## src/design/idr_pkg.sv

```systemverilog
`timescale 1ns / 1ps

package idr_pkg;

    localparam int TABLE_DEPTH = 16;
    localparam int IDX_W       = $clog2(TABLE_DEPTH);
    localparam int CNT_W       = $clog2(TABLE_DEPTH + 1);

    localparam logic [31:0] TIMEOUT_RESET = 32'd30;

    typedef enum logic [1:0] {
        OP_INSERT = 2'd0,
        OP_DELETE = 2'd1,
        OP_SEARCH = 2'd2,
        OP_PURGE  = 2'd3
    } op_t;

    localparam logic [1:0] STATUS_OK        = 2'd0;
    localparam logic [1:0] STATUS_NOT_FOUND = 2'd1;
    localparam logic [1:0] STATUS_FULL      = 2'd2;

    typedef struct packed {
        logic [31:0] id;
        logic [31:0] seen;
    } entry_t;

endpackage

```

## src/design/id_registry_with_timeout.sv

```systemverilog
`timescale 1ns / 1ps

// Registry of 32-bit identifiers, each kept with the time at which it was inserted.
// Input channel: in_valid/in_stall carry one command beat (operation, ue_id, now).
// Output channel: out_valid/out_stall carry result beats (status, found_id,
// found_seen, last); last marks the final beat caused by a command.
// The user writes the timeout through cfg_wr_en/cfg_wr_data while the block is idle;
// the block itself does not enforce this. Entries live in a 16-entry memory used as a
// ring, newest first from head_reg. Insert moves the head back by one and writes there:
// the result is registered from ST_INSERT once the output register is free.
// Delete, search and purge walk the N stored entries through the memory's one
// read port, one entry per cycle unless a purge waits for a free output slot,
// compacting survivors through the write port. Their final beat is registered
// from ST_FINISH once the output register is free.
// A purge that expires several entries holds back each result until the next
// expiry or the end of the walk, so that last can be set on the true final beat.
// When out_stall is high the output register holds; a purge walk then waits on
// its next expiry, and no command is taken until the walk ends.
// Reset empties the table, restores the timeout to 30 and clears both channels;
// the memory contents are not cleared, as empty slots are never read.
module id_registry_with_timeout (
    input  logic        clk,
    input  logic        rst_n,
    input  logic        in_valid,
    output logic        in_stall,
    input  logic [1:0]  operation,
    input  logic [31:0] ue_id,
    input  logic [31:0] now,
    output logic        out_valid,
    input  logic        out_stall,
    output logic [1:0]  status,
    output logic [31:0] found_id,
    output logic [31:0] found_seen,
    output logic        last,
    input  logic        cfg_wr_en,
    input  logic [31:0] cfg_wr_data
);

    localparam int IDX_W = idr_pkg::IDX_W;
    localparam int CNT_W = idr_pkg::CNT_W;
    localparam logic [CNT_W-1:0] FULL_COUNT = CNT_W'(idr_pkg::TABLE_DEPTH);
    localparam logic [IDX_W:0]   DEPTH_EXT  = (IDX_W + 1)'(idr_pkg::TABLE_DEPTH);
    localparam logic [IDX_W-1:0] LAST_SLOT  = IDX_W'(idr_pkg::TABLE_DEPTH - 1);

    typedef enum logic [1:0] {
        ST_IDLE,
        ST_INSERT,
        ST_SCAN,
        ST_FINISH
    } state_t;

    // Maps a position in newest-first order onto a physical slot of the ring.
    function automatic logic [IDX_W-1:0] phys_addr(input logic [IDX_W-1:0] base,
                                                   input logic [IDX_W-1:0] ofs);
        logic [IDX_W:0] sum;
        sum = {1'b0, base} + {1'b0, ofs};
        if (sum >= DEPTH_EXT)
        begin
            sum = sum - DEPTH_EXT;
        end
        return sum[IDX_W-1:0];
    endfunction

    // Entry memory with a registered read port.
    idr_pkg::entry_t mem [idr_pkg::TABLE_DEPTH];
    idr_pkg::entry_t rd_data_reg;
    logic            mem_we;
    logic            mem_re;
    logic [IDX_W-1:0] mem_waddr;
    logic [IDX_W-1:0] mem_raddr;
    idr_pkg::entry_t mem_wdata;

    state_t             state_reg,      state_next;
    idr_pkg::op_t       op_reg,         op_next;
    logic [31:0]        id_reg,         id_next;
    logic [31:0]        now_reg,        now_next;
    logic [31:0]        timeout_reg,    timeout_next;
    logic [IDX_W-1:0]   head_reg,       head_next;
    logic [CNT_W-1:0]   count_reg,      count_next;
    logic [CNT_W-1:0]   rd_idx_reg,     rd_idx_next;
    logic [CNT_W-1:0]   wr_idx_reg,     wr_idx_next;
    logic               rd_pend_reg,    rd_pend_next;
    logic               hit_reg,        hit_next;
    logic               pend_valid_reg, pend_valid_next;
    idr_pkg::entry_t    pend_entry_reg, pend_entry_next;
    logic               out_valid_reg,  out_valid_next;
    logic [1:0]         out_status_reg, out_status_next;
    logic [31:0]        out_id_reg,     out_id_next;
    logic [31:0]        out_seen_reg,   out_seen_next;
    logic               out_last_reg,   out_last_next;

    logic             slot_free;
    logic [IDX_W-1:0] head_dec;
    logic [31:0]      age;
    logic             expired;
    logic             match;
    logic             hit;
    logic             remove;
    logic             go;
    logic             issue;

    assign in_stall   = (state_reg != ST_IDLE);
    assign out_valid  = out_valid_reg;
    assign status     = out_status_reg;
    assign found_id   = out_id_reg;
    assign found_seen = out_seen_reg;
    assign last       = out_last_reg;

    // The output register can take a new beat when it is empty or being drained.
    assign slot_free = !out_valid_reg || !out_stall;
    assign head_dec  = (head_reg == '0) ? LAST_SLOT : head_reg - IDX_W'(1);

    // Evaluation of the entry whose read data arrived this cycle.
    assign age     = now_reg - rd_data_reg.seen;
    assign expired = (age > timeout_reg);
    assign match   = (rd_data_reg.id == id_reg);
    assign hit     = (op_reg == idr_pkg::OP_PURGE) ? expired : (match && !hit_reg);
    assign remove  = hit && (op_reg != idr_pkg::OP_SEARCH);

    // A second expiry pushes the held result out, which needs a free output slot.
    assign go    = !rd_pend_reg || !(hit && pend_valid_reg) || slot_free;
    assign issue = (rd_idx_reg < count_reg);

    always_comb
    begin
        state_next      = state_reg;
        op_next         = op_reg;
        id_next         = id_reg;
        now_next        = now_reg;
        timeout_next    = cfg_wr_en ? cfg_wr_data : timeout_reg;
        head_next       = head_reg;
        count_next      = count_reg;
        rd_idx_next     = rd_idx_reg;
        wr_idx_next     = wr_idx_reg;
        rd_pend_next    = rd_pend_reg;
        hit_next        = hit_reg;
        pend_valid_next = pend_valid_reg;
        pend_entry_next = pend_entry_reg;
        out_valid_next  = out_valid_reg && out_stall;
        out_status_next = out_status_reg;
        out_id_next     = out_id_reg;
        out_seen_next   = out_seen_reg;
        out_last_next   = out_last_reg;
        mem_we          = 1'b0;
        mem_re          = 1'b0;
        mem_waddr       = phys_addr(head_reg, wr_idx_reg[IDX_W-1:0]);
        mem_wdata       = rd_data_reg;
        mem_raddr       = phys_addr(head_reg, rd_idx_reg[IDX_W-1:0]);

        case (state_reg)
            ST_IDLE:
            begin
                if (in_valid)
                begin
                    op_next         = idr_pkg::op_t'(operation);
                    id_next         = ue_id;
                    now_next        = now;
                    rd_idx_next     = '0;
                    wr_idx_next     = '0;
                    rd_pend_next    = 1'b0;
                    hit_next        = 1'b0;
                    pend_valid_next = 1'b0;
                    if (idr_pkg::op_t'(operation) == idr_pkg::OP_INSERT)
                    begin
                        state_next = ST_INSERT;
                    end
                    else
                    begin
                        state_next = ST_SCAN;
                    end
                end
            end

            ST_INSERT:
            begin
                if (slot_free)
                begin
                    out_valid_next = 1'b1;
                    out_id_next    = '0;
                    out_seen_next  = '0;
                    out_last_next  = 1'b1;
                    if (count_reg == FULL_COUNT)
                    begin
                        out_status_next = idr_pkg::STATUS_FULL;
                    end
                    else
                    begin
                        out_status_next = idr_pkg::STATUS_OK;
                        mem_we          = 1'b1;
                        mem_waddr       = head_dec;
                        mem_wdata.id    = id_reg;
                        mem_wdata.seen  = now_reg;
                        head_next       = head_dec;
                        count_next      = count_reg + CNT_W'(1);
                    end
                    state_next = ST_IDLE;
                end
            end

            ST_SCAN:
            begin
                if (go)
                begin
                    if (rd_pend_reg)
                    begin
                        // Survivors slide down to the write position; search
                        // leaves the table as it is.
                        if (!remove)
                        begin
                            mem_we      = (op_reg != idr_pkg::OP_SEARCH);
                            wr_idx_next = wr_idx_reg + CNT_W'(1);
                        end
                        if (hit)
                        begin
                            hit_next        = 1'b1;
                            pend_valid_next = 1'b1;
                            pend_entry_next = rd_data_reg;
                            if (pend_valid_reg)
                            begin
                                out_valid_next  = 1'b1;
                                out_status_next = idr_pkg::STATUS_OK;
                                out_id_next     = pend_entry_reg.id;
                                out_seen_next   = pend_entry_reg.seen;
                                out_last_next   = 1'b0;
                            end
                        end
                    end
                    if (issue)
                    begin
                        mem_re       = 1'b1;
                        rd_idx_next  = rd_idx_reg + CNT_W'(1);
                        rd_pend_next = 1'b1;
                    end
                    else
                    begin
                        rd_pend_next = 1'b0;
                        count_next   = wr_idx_next;
                        state_next   = ST_FINISH;
                    end
                end
            end

            ST_FINISH:
            begin
                if (slot_free)
                begin
                    out_valid_next = 1'b1;
                    out_last_next  = 1'b1;
                    if (pend_valid_reg)
                    begin
                        out_status_next = idr_pkg::STATUS_OK;
                        out_id_next     = pend_entry_reg.id;
                        out_seen_next   = pend_entry_reg.seen;
                    end
                    else
                    begin
                        out_status_next = idr_pkg::STATUS_NOT_FOUND;
                        out_id_next     = '0;
                        out_seen_next   = '0;
                    end
                    pend_valid_next = 1'b0;
                    state_next      = ST_IDLE;
                end
            end

            default:
            begin
                state_next = ST_IDLE;
            end
        endcase
    end

    always_ff @(posedge clk or negedge rst_n)
    begin
        if (!rst_n)
        begin
            state_reg      <= ST_IDLE;
            op_reg         <= idr_pkg::OP_INSERT;
            id_reg         <= '0;
            now_reg        <= '0;
            timeout_reg    <= idr_pkg::TIMEOUT_RESET;
            head_reg       <= '0;
            count_reg      <= '0;
            rd_idx_reg     <= '0;
            wr_idx_reg     <= '0;
            rd_pend_reg    <= 1'b0;
            hit_reg        <= 1'b0;
            pend_valid_reg <= 1'b0;
            pend_entry_reg <= '0;
            out_valid_reg  <= 1'b0;
            out_status_reg <= idr_pkg::STATUS_OK;
            out_id_reg     <= '0;
            out_seen_reg   <= '0;
            out_last_reg   <= 1'b0;
        end
        else
        begin
            state_reg      <= state_next;
            op_reg         <= op_next;
            id_reg         <= id_next;
            now_reg        <= now_next;
            timeout_reg    <= timeout_next;
            head_reg       <= head_next;
            count_reg      <= count_next;
            rd_idx_reg     <= rd_idx_next;
            wr_idx_reg     <= wr_idx_next;
            rd_pend_reg    <= rd_pend_next;
            hit_reg        <= hit_next;
            pend_valid_reg <= pend_valid_next;
            pend_entry_reg <= pend_entry_next;
            out_valid_reg  <= out_valid_next;
            out_status_reg <= out_status_next;
            out_id_reg     <= out_id_next;
            out_seen_reg   <= out_seen_next;
            out_last_reg   <= out_last_next;
        end
    end

    // Read data holds while no read is issued, so a stalled walk keeps its entry.
    always_ff @(posedge clk)
    begin
        if (mem_we)
        begin
            mem[mem_waddr] <= mem_wdata;
        end
        if (mem_re)
        begin
            rd_data_reg <= mem[mem_raddr];
        end
    end

endmodule

```

## config.mk

```make
export PLATFORM = sky130hd
export DESIGN_NAME = id_registry_with_timeout
export DESIGN_NICKNAME = d
export VERILOG_FILES = /design/src/design/idr_pkg.sv /design/src/design/id_registry_with_timeout.sv
export SDC_FILE = /design/constraint.sdc
export NUM_CORES = 1
export LEC_CHECK = 0
export ABC_CLOCK_PERIOD_IN_PS = 8700
export BUFFER_PORTS_ARGS = -buffer_cell sky130_fd_sc_hd__buf_2
export CORE_ASPECT_RATIO = 1.25
export CORE_UTILIZATION = 56
export DETAILED_ROUTE_END_ITERATION = 10
export GPL_TIMING_DRIVEN = 0
export HOLD_SLACK_MARGIN = 0.06
export PLACE_DENSITY_LB_ADDON = 0.05
export SETUP_SLACK_MARGIN = 0.15
export SLEW_MARGIN = 5
export SYNTH_ARGS = -nofsm -noshare
export SYNTH_HDL_FRONTEND = slang
export SYNTH_SLANG_ARGS = --single-unit
export TNS_END_PERCENT = 100
```

## constraint.sdc

```tcl
create_clock -name clk -period 8.7 [get_ports clk]
set_input_delay 0 -clock clk [delete_from_list [all_inputs] [get_ports clk]]
set_output_delay 0 -clock clk [all_outputs]
set_load 0.02 [all_outputs]
```

==> impl_metrics.ini, run 1 <==
[routing]
drtIter0Drc = 3141
dr.pass1.iters = 5
vias_per_cell = 6.056
wire_per_inst_um = 27.60
drc = 0
via_count = 32946
drt.antenna.violating_nets = 0
totalWireLength_mm = 150.1

[run]
cap_violations = 0

[critical_path]
worst_setup_path_end_kind = flip-flop
arrival_ps = 8500
cp_cell_sequence = inv_1, ha_1, inv_1, fa_1, a21o_1, a221oi_2, o21ai_2, a211oi_1, o31ai_2, a21oi_1, xnor2_1, ha_1, a21o_1, a21oi_1, o21ai_1, o22a_1, nor3_4, o21ai_4, o31ai_2, nand3b_1, nor3_2, buf_4, buf_8, buf_4
start_kind = flip-flop
crit_type = flip-flop to flip-flop
crit_required_ps = 9150
cp_top_family = compound AO/OA/AOI/OAI gates
cp_slowest_stage_delay_ps = 990
crit_buf_inv = 5
path_max_fanout = 9
crit_slowest_cell = nor3_2

[floorplan]
die_w_um = 282.0
rows = 128
dieArea_um2 = 99260
core_um2 = 97210
fp.dieH_um = 352.0
io_pins = 172
start_util_pct = 56.45

[cells_and_area]
final_layout_size_suffix_gt1_share_pct = 21.94
nets = 4216
fill_cells = 6485
mostFrequentLayoutCell = edfxtp_1
layout_common_cells = 1088 x edfxtp_1, 596 x nand2_1, 256 x mux4_2
largest_reg_flops = 1024
stdcell_count = 5440
finish.utilization_pct = 67.89
syn_to_final_growth_pct = 20.26

[place]
dp_hpwl_mm = 100.0
dp.cells = 4934
gp_congestion = 0.8669
numPortBuffers = 170

[yosys]
async_reset_ff_share_pct = 18.93
synthesis.nets = 3524
synth_ff_type = edfxtp_1
avgSynthCellArea_um2 = 16.46
synth_cells = 3334
synth_edf_count = 1088
synth_cell_type_count = 73
synth_seq_cells = 1342
yosysWarnings = 0
syn-cell-area_um2 = 54880
ys_seq_area_share_pct = 71.13

[timing]
fin_skew_ps = 22.71
hold_violations = 0
fin_crit_ps = 8056
finalCritPeriodShare_pct = 92.60
rsz0062_at_grt = no
report.final.slew_viol_count = 0
finalSetupViolCount = 0
fmax_ghz = 0.1241
worst_pin_slew_ps = 1399
slew_headroom_pct = 6.722

[clock_tree]
cts-htree-levels = 4
cts_setup_buffers = 0
cts_sinks = 1342
clk_path_buf_depth = 3
path_clk_slew_ps = 60
cts_tree = yes
numCtsBuffers = 133
ctsRootBufferMaster = clkbuf_16
clk_latency_ps = 760

[global_routing]
grtUsageTotal_pct = 30.79
grt_max_degree = 89
grt_pass1_vias = 33925
antenna_found_initial = 11
grt_pass1_wl_mm = 219.6
grt-ovfl-total = 0

[outcome]
status = finished clean

[hold_path]
hold_class = input port to flip-flop
-- synth_stat cells, types with 11 or more instances --
master    count  area share, %
xnor2_1      54           0.86
buf_2        36           0.33
a21o_1       24           0.33
nor3_1       22           0.20
ha_1         84            1.9
and3_1       71           0.81
nand3_1      20           0.18
a211oi_1     11           0.15
xor2_1       19           0.30
nor2_1       42           0.29
mux2_2       67            1.4
clkbuf_1    111           0.76
a31oi_1      67           0.76
buf_1        13          0.089
o21ai_1      50           0.46
a21oi_1      46           0.42
nand2_1     597            4.1
mux4_2      256             11
dfrtp_1     250             11
nand2b_1     12           0.14
edfxtp_1   1088             60
nand4_1      15           0.17
inv_1        92           0.63
mux2_1       66            1.4
o21ai_0     113            1.0
-- timing repair --
action / 4_1_cts / 5_1_grt
gates resized for setup: 0 / 0
hold buffers: 252 / 0
hold endpoints to repair: 366 / 0
-- logic make-up after synthesis --
| group | synth area share [%] |
|---|---|
| compound gates | 4.141 |
| simple gates | 6.286 |
| xor+xnor | 1.165 |
| fa+ha+maj | 2.025 |
| mux | 13.33 |
| buf+inv | 1.929 |
| flops | 71.13 |
-- final cells by class --
type / count / area (um^2) / share of cell area [%]
tap: 1300 / 1627 / 2.465
clock inverter: 70 / 635.6 / 0.9631
antenna: 6 / 15.01 / 0.02275
buffer: 166 / 715.7 / 1.084
clock buffer: 173 / 3635 / 5.508
sequential: 1342 / 39030 / 59.14
inverter: 92 / 345.3 / 0.5233
timing repair buffer: 557 / 5084 / 7.703
multi-input combinational: 1734 / 14910 / 22.59
-- final timing paths --
| check | start | end | slack, ps | depth (start not counted) |
|---|---|---|---|---|
| max in group asynchronous | rst_n | found_id[8] | 7740 | 4 |
| worst max-delay path | now_reg[0] | mem[12][59] | 640 | 24 |
| worst min-delay path | cfg_wr_en | timeout_reg[23] | 150 | 3 |
| worst max register to register | now_reg[0] | mem[12][59] | 640 | 24 |
| worst min register to register | rd_data_reg[21] | pend_entry_reg[21] | 480 | 1 |
| min in group asynchronous | rst_n | timeout_reg[4] | 390 | 3 |
-- per-layer routing --
layer  vias up  wire [um]  track usage [%]
met5         -         40                0
met4         6       5864            12.71
met3       308      11560            5.711
met2      1533      74880            50.52
met1     16968      57780            40.61
li1      14131          -                -
-- stage by stage --
step	hold slack, ps	TNS [ps]	area, um^2	worst slack [ps]
floorplan	-295.6	-327780	54880	-531.5
global placement	208.1	-6082930	57350	-7732
detailed placement	29.10	0	59130	740.4
CTS	62.85	0	65940	713.6
global route	204.1	0	65990	395.3
finish	152.5	0	65990	644.1
-- worst reg2reg max path: stages, from the launching register on --
cell and delay, ps:
dfrtp_1 380, inv_1 190, ha_1 270, inv_1 70, fa_1 400, a21o_1 200
a221oi_2 370, o21ai_2 170, a211oi_1 630, o31ai_2 230, a21oi_1 280, xnor2_1 160
ha_1 260, a21o_1 150, a21oi_1 370, o21ai_1 130, o22a_1 260, nor3_4 360
o21ai_4 140, o31ai_2 420, nand3b_1 530, nor3_2 990, buf_4 370, buf_8 180
buf_4 210
Power of run 1 is not shown: default switching activity piles up to over one toggle a cycle in this logic, so the estimate is an artifact.
==> run 2, diff against run 1 <==
BUFFER_PORTS_ARGS = -buffer_cell sky130_fd_sc_hd__clkbuf_2   (was -buffer_cell sky130_fd_sc_hd__buf_2)
CAP_MARGIN = 20   (was default)
==> impl_metrics.ini, run 2 (synthesis gave the netlist of run 1 again) <==
[clock_tree]
path_clk_slew_ps = 60
clk_latency_ps = 740
ctsRootBufferMaster = clkbuf_16
clk_path_buf_depth = 3
cts_sinks = 1342
numCtsBuffers = 131
ctsResizeCount = 0
cts-htree-levels = 4
cts_tree = yes

[timing]
slew_headroom_pct = 23.66
report.final.slew_viol_count = 0
fmax_ghz = 0.1215
rsz0062_at_grt = no
finalCritPeriodShare_pct = 94.61
worst_pin_slew_ps = 1145
fin_crit_ps = 8231
finalSetupTns_ps = 0
holdWs_ps = 81.39
hold_violations = 0
finalSetupViolCount = 0
fin_skew_ps = 26.84

[critical_path]
start_kind = flip-flop
cp_top_family = compound AO/OA/AOI/OAI gates
crit_slowest_cell = nor3_2
crit_buf_inv = 7
worst_setup_path_end_kind = flip-flop
cp_slowest_stage_delay_ps = 860
path_max_fanout = 9
crit_type = flip-flop to flip-flop
crit_top_cell = buf_4
crit_required_ps = 9120
arrival_ps = 8650

[run]
cap_violations = 0

[routing]
drt.antenna.violating_nets = 0
dr.pass1.iters = 6
totalWireLength_mm = 147.3
via_count = 32532
vias_per_cell = 6.035
drc = 0
wire_per_inst_um = 27.32
drtIter0Drc = 3244

[floorplan]
io_pins = 172
core_um2 = 97210
dieArea_um2 = 99260
fp.dieH_um = 352.0
rows = 128
die_w_um = 282.0
start_util_pct = 56.45

[place]
numPortBuffers = 170
dpl_cell_area_um2 = 59190
gp_congestion = 0.8624
dp.cells = 4945
dp_hpwl_mm = 100.9

[cells_and_area]
syn_to_final_growth_pct = 19.44
layout_common_cells = 1088 x edfxtp_1, 597 x nand2_1, 256 x mux4_2
largest_reg_flops = 1024
mostFrequentLayoutCell = edfxtp_1
stdcell_count = 5391
fin_area_um2 = 65550
nets = 4176
final_layout_size_suffix_gt1_share_pct = 22.40
fill_cells = 6603

[global_routing]
grt_pass1_vias = 33855
antenna_found_initial = 6
grt_max_degree = 97
grt_pass1_wl_mm = 216.8
grtUsageTotal_pct = 30.37
grt-ovfl-total = 0

[outcome]
status = finished clean

[hold_path]
hold_class = input port to flip-flop
==> run 2: cell types whose count changed in the layout (fill, tap and decap cells not counted), sizes merged <==
cell / before / now
clkinv: 53 / 29
clkinvlp: 0 / 4
inv: 99 / 98
clkbuf: 285 / 471
buf: 360 / 204
bufinv: 10 / 8
diode: 6 / 1
dlygate4sd3: 251 / 200
==> run 2: area by class of cell <==
cell class	instances	area [um^2]	share of cell area, %
Sequential cell	1342	39030	59.55
Multi-Input combinational cell	1734	14900	22.74
Timing Repair Buffer	519	4647	7.090
Clock buffer	190	3742	5.709
Tap cell	1300	1627	2.482
Buffer	166	714.4	1.090
Clock inverter	47	533.0	0.8132
Inverter	92	345.3	0.5268
Antenna cell	1	2.502	0.003818
==> run 2: metal layers <==
metal | GRT usage (%) | routed length [um]
met1 | 40.21 | 56840
met3 | 4.789 | 11170
met4 | 11.92 | 5712
met2 | 50.54 | 73560
met5 | 0 | 12
==> run 2: worst paths after layout <==
path | slack, ps | end | cells past startpoint | start
setup / recovery | 470 | mem[8][10] | 28 | now_reg[0]
hold / removal | 80 | now_reg[6] | 3 | now[6]
setup reg to reg | 470 | mem[8][10] | 28 | now_reg[0]
hold reg to reg | 480 | found_seen[3] | 2 | found_seen[3]
max in group asynchronous | 7680 | id_reg[4] | 4 | rst_n
min in group asynchronous | 470 | timeout_reg[3] | 3 | rst_n
==> run 2: per-stage QoR <==
stage / setup WS [ps] / util, %
after global placement: -7527 / 59.00
after CTS: 551.8 / 67.37
after global routing: 308.9 / 67.43
final: 468.6 / 67.43
after detailed placement: 646.3 / 60.88
after floorplan: -531.5 / -
==> run 2: what timing repair did <==
item / in CTS / in global routing
buffers inserted: 0 / 0
hold buffers: 201 / 0
endpoints found under the hold margin: 365 / 0
==> run 2: tightest hold or removal path: stages <==
cell and delay, ps:
dlygate4sd3_1 530, clkbuf_2 100, mux2_2 140
Power of run 2 is left out for the same reason.
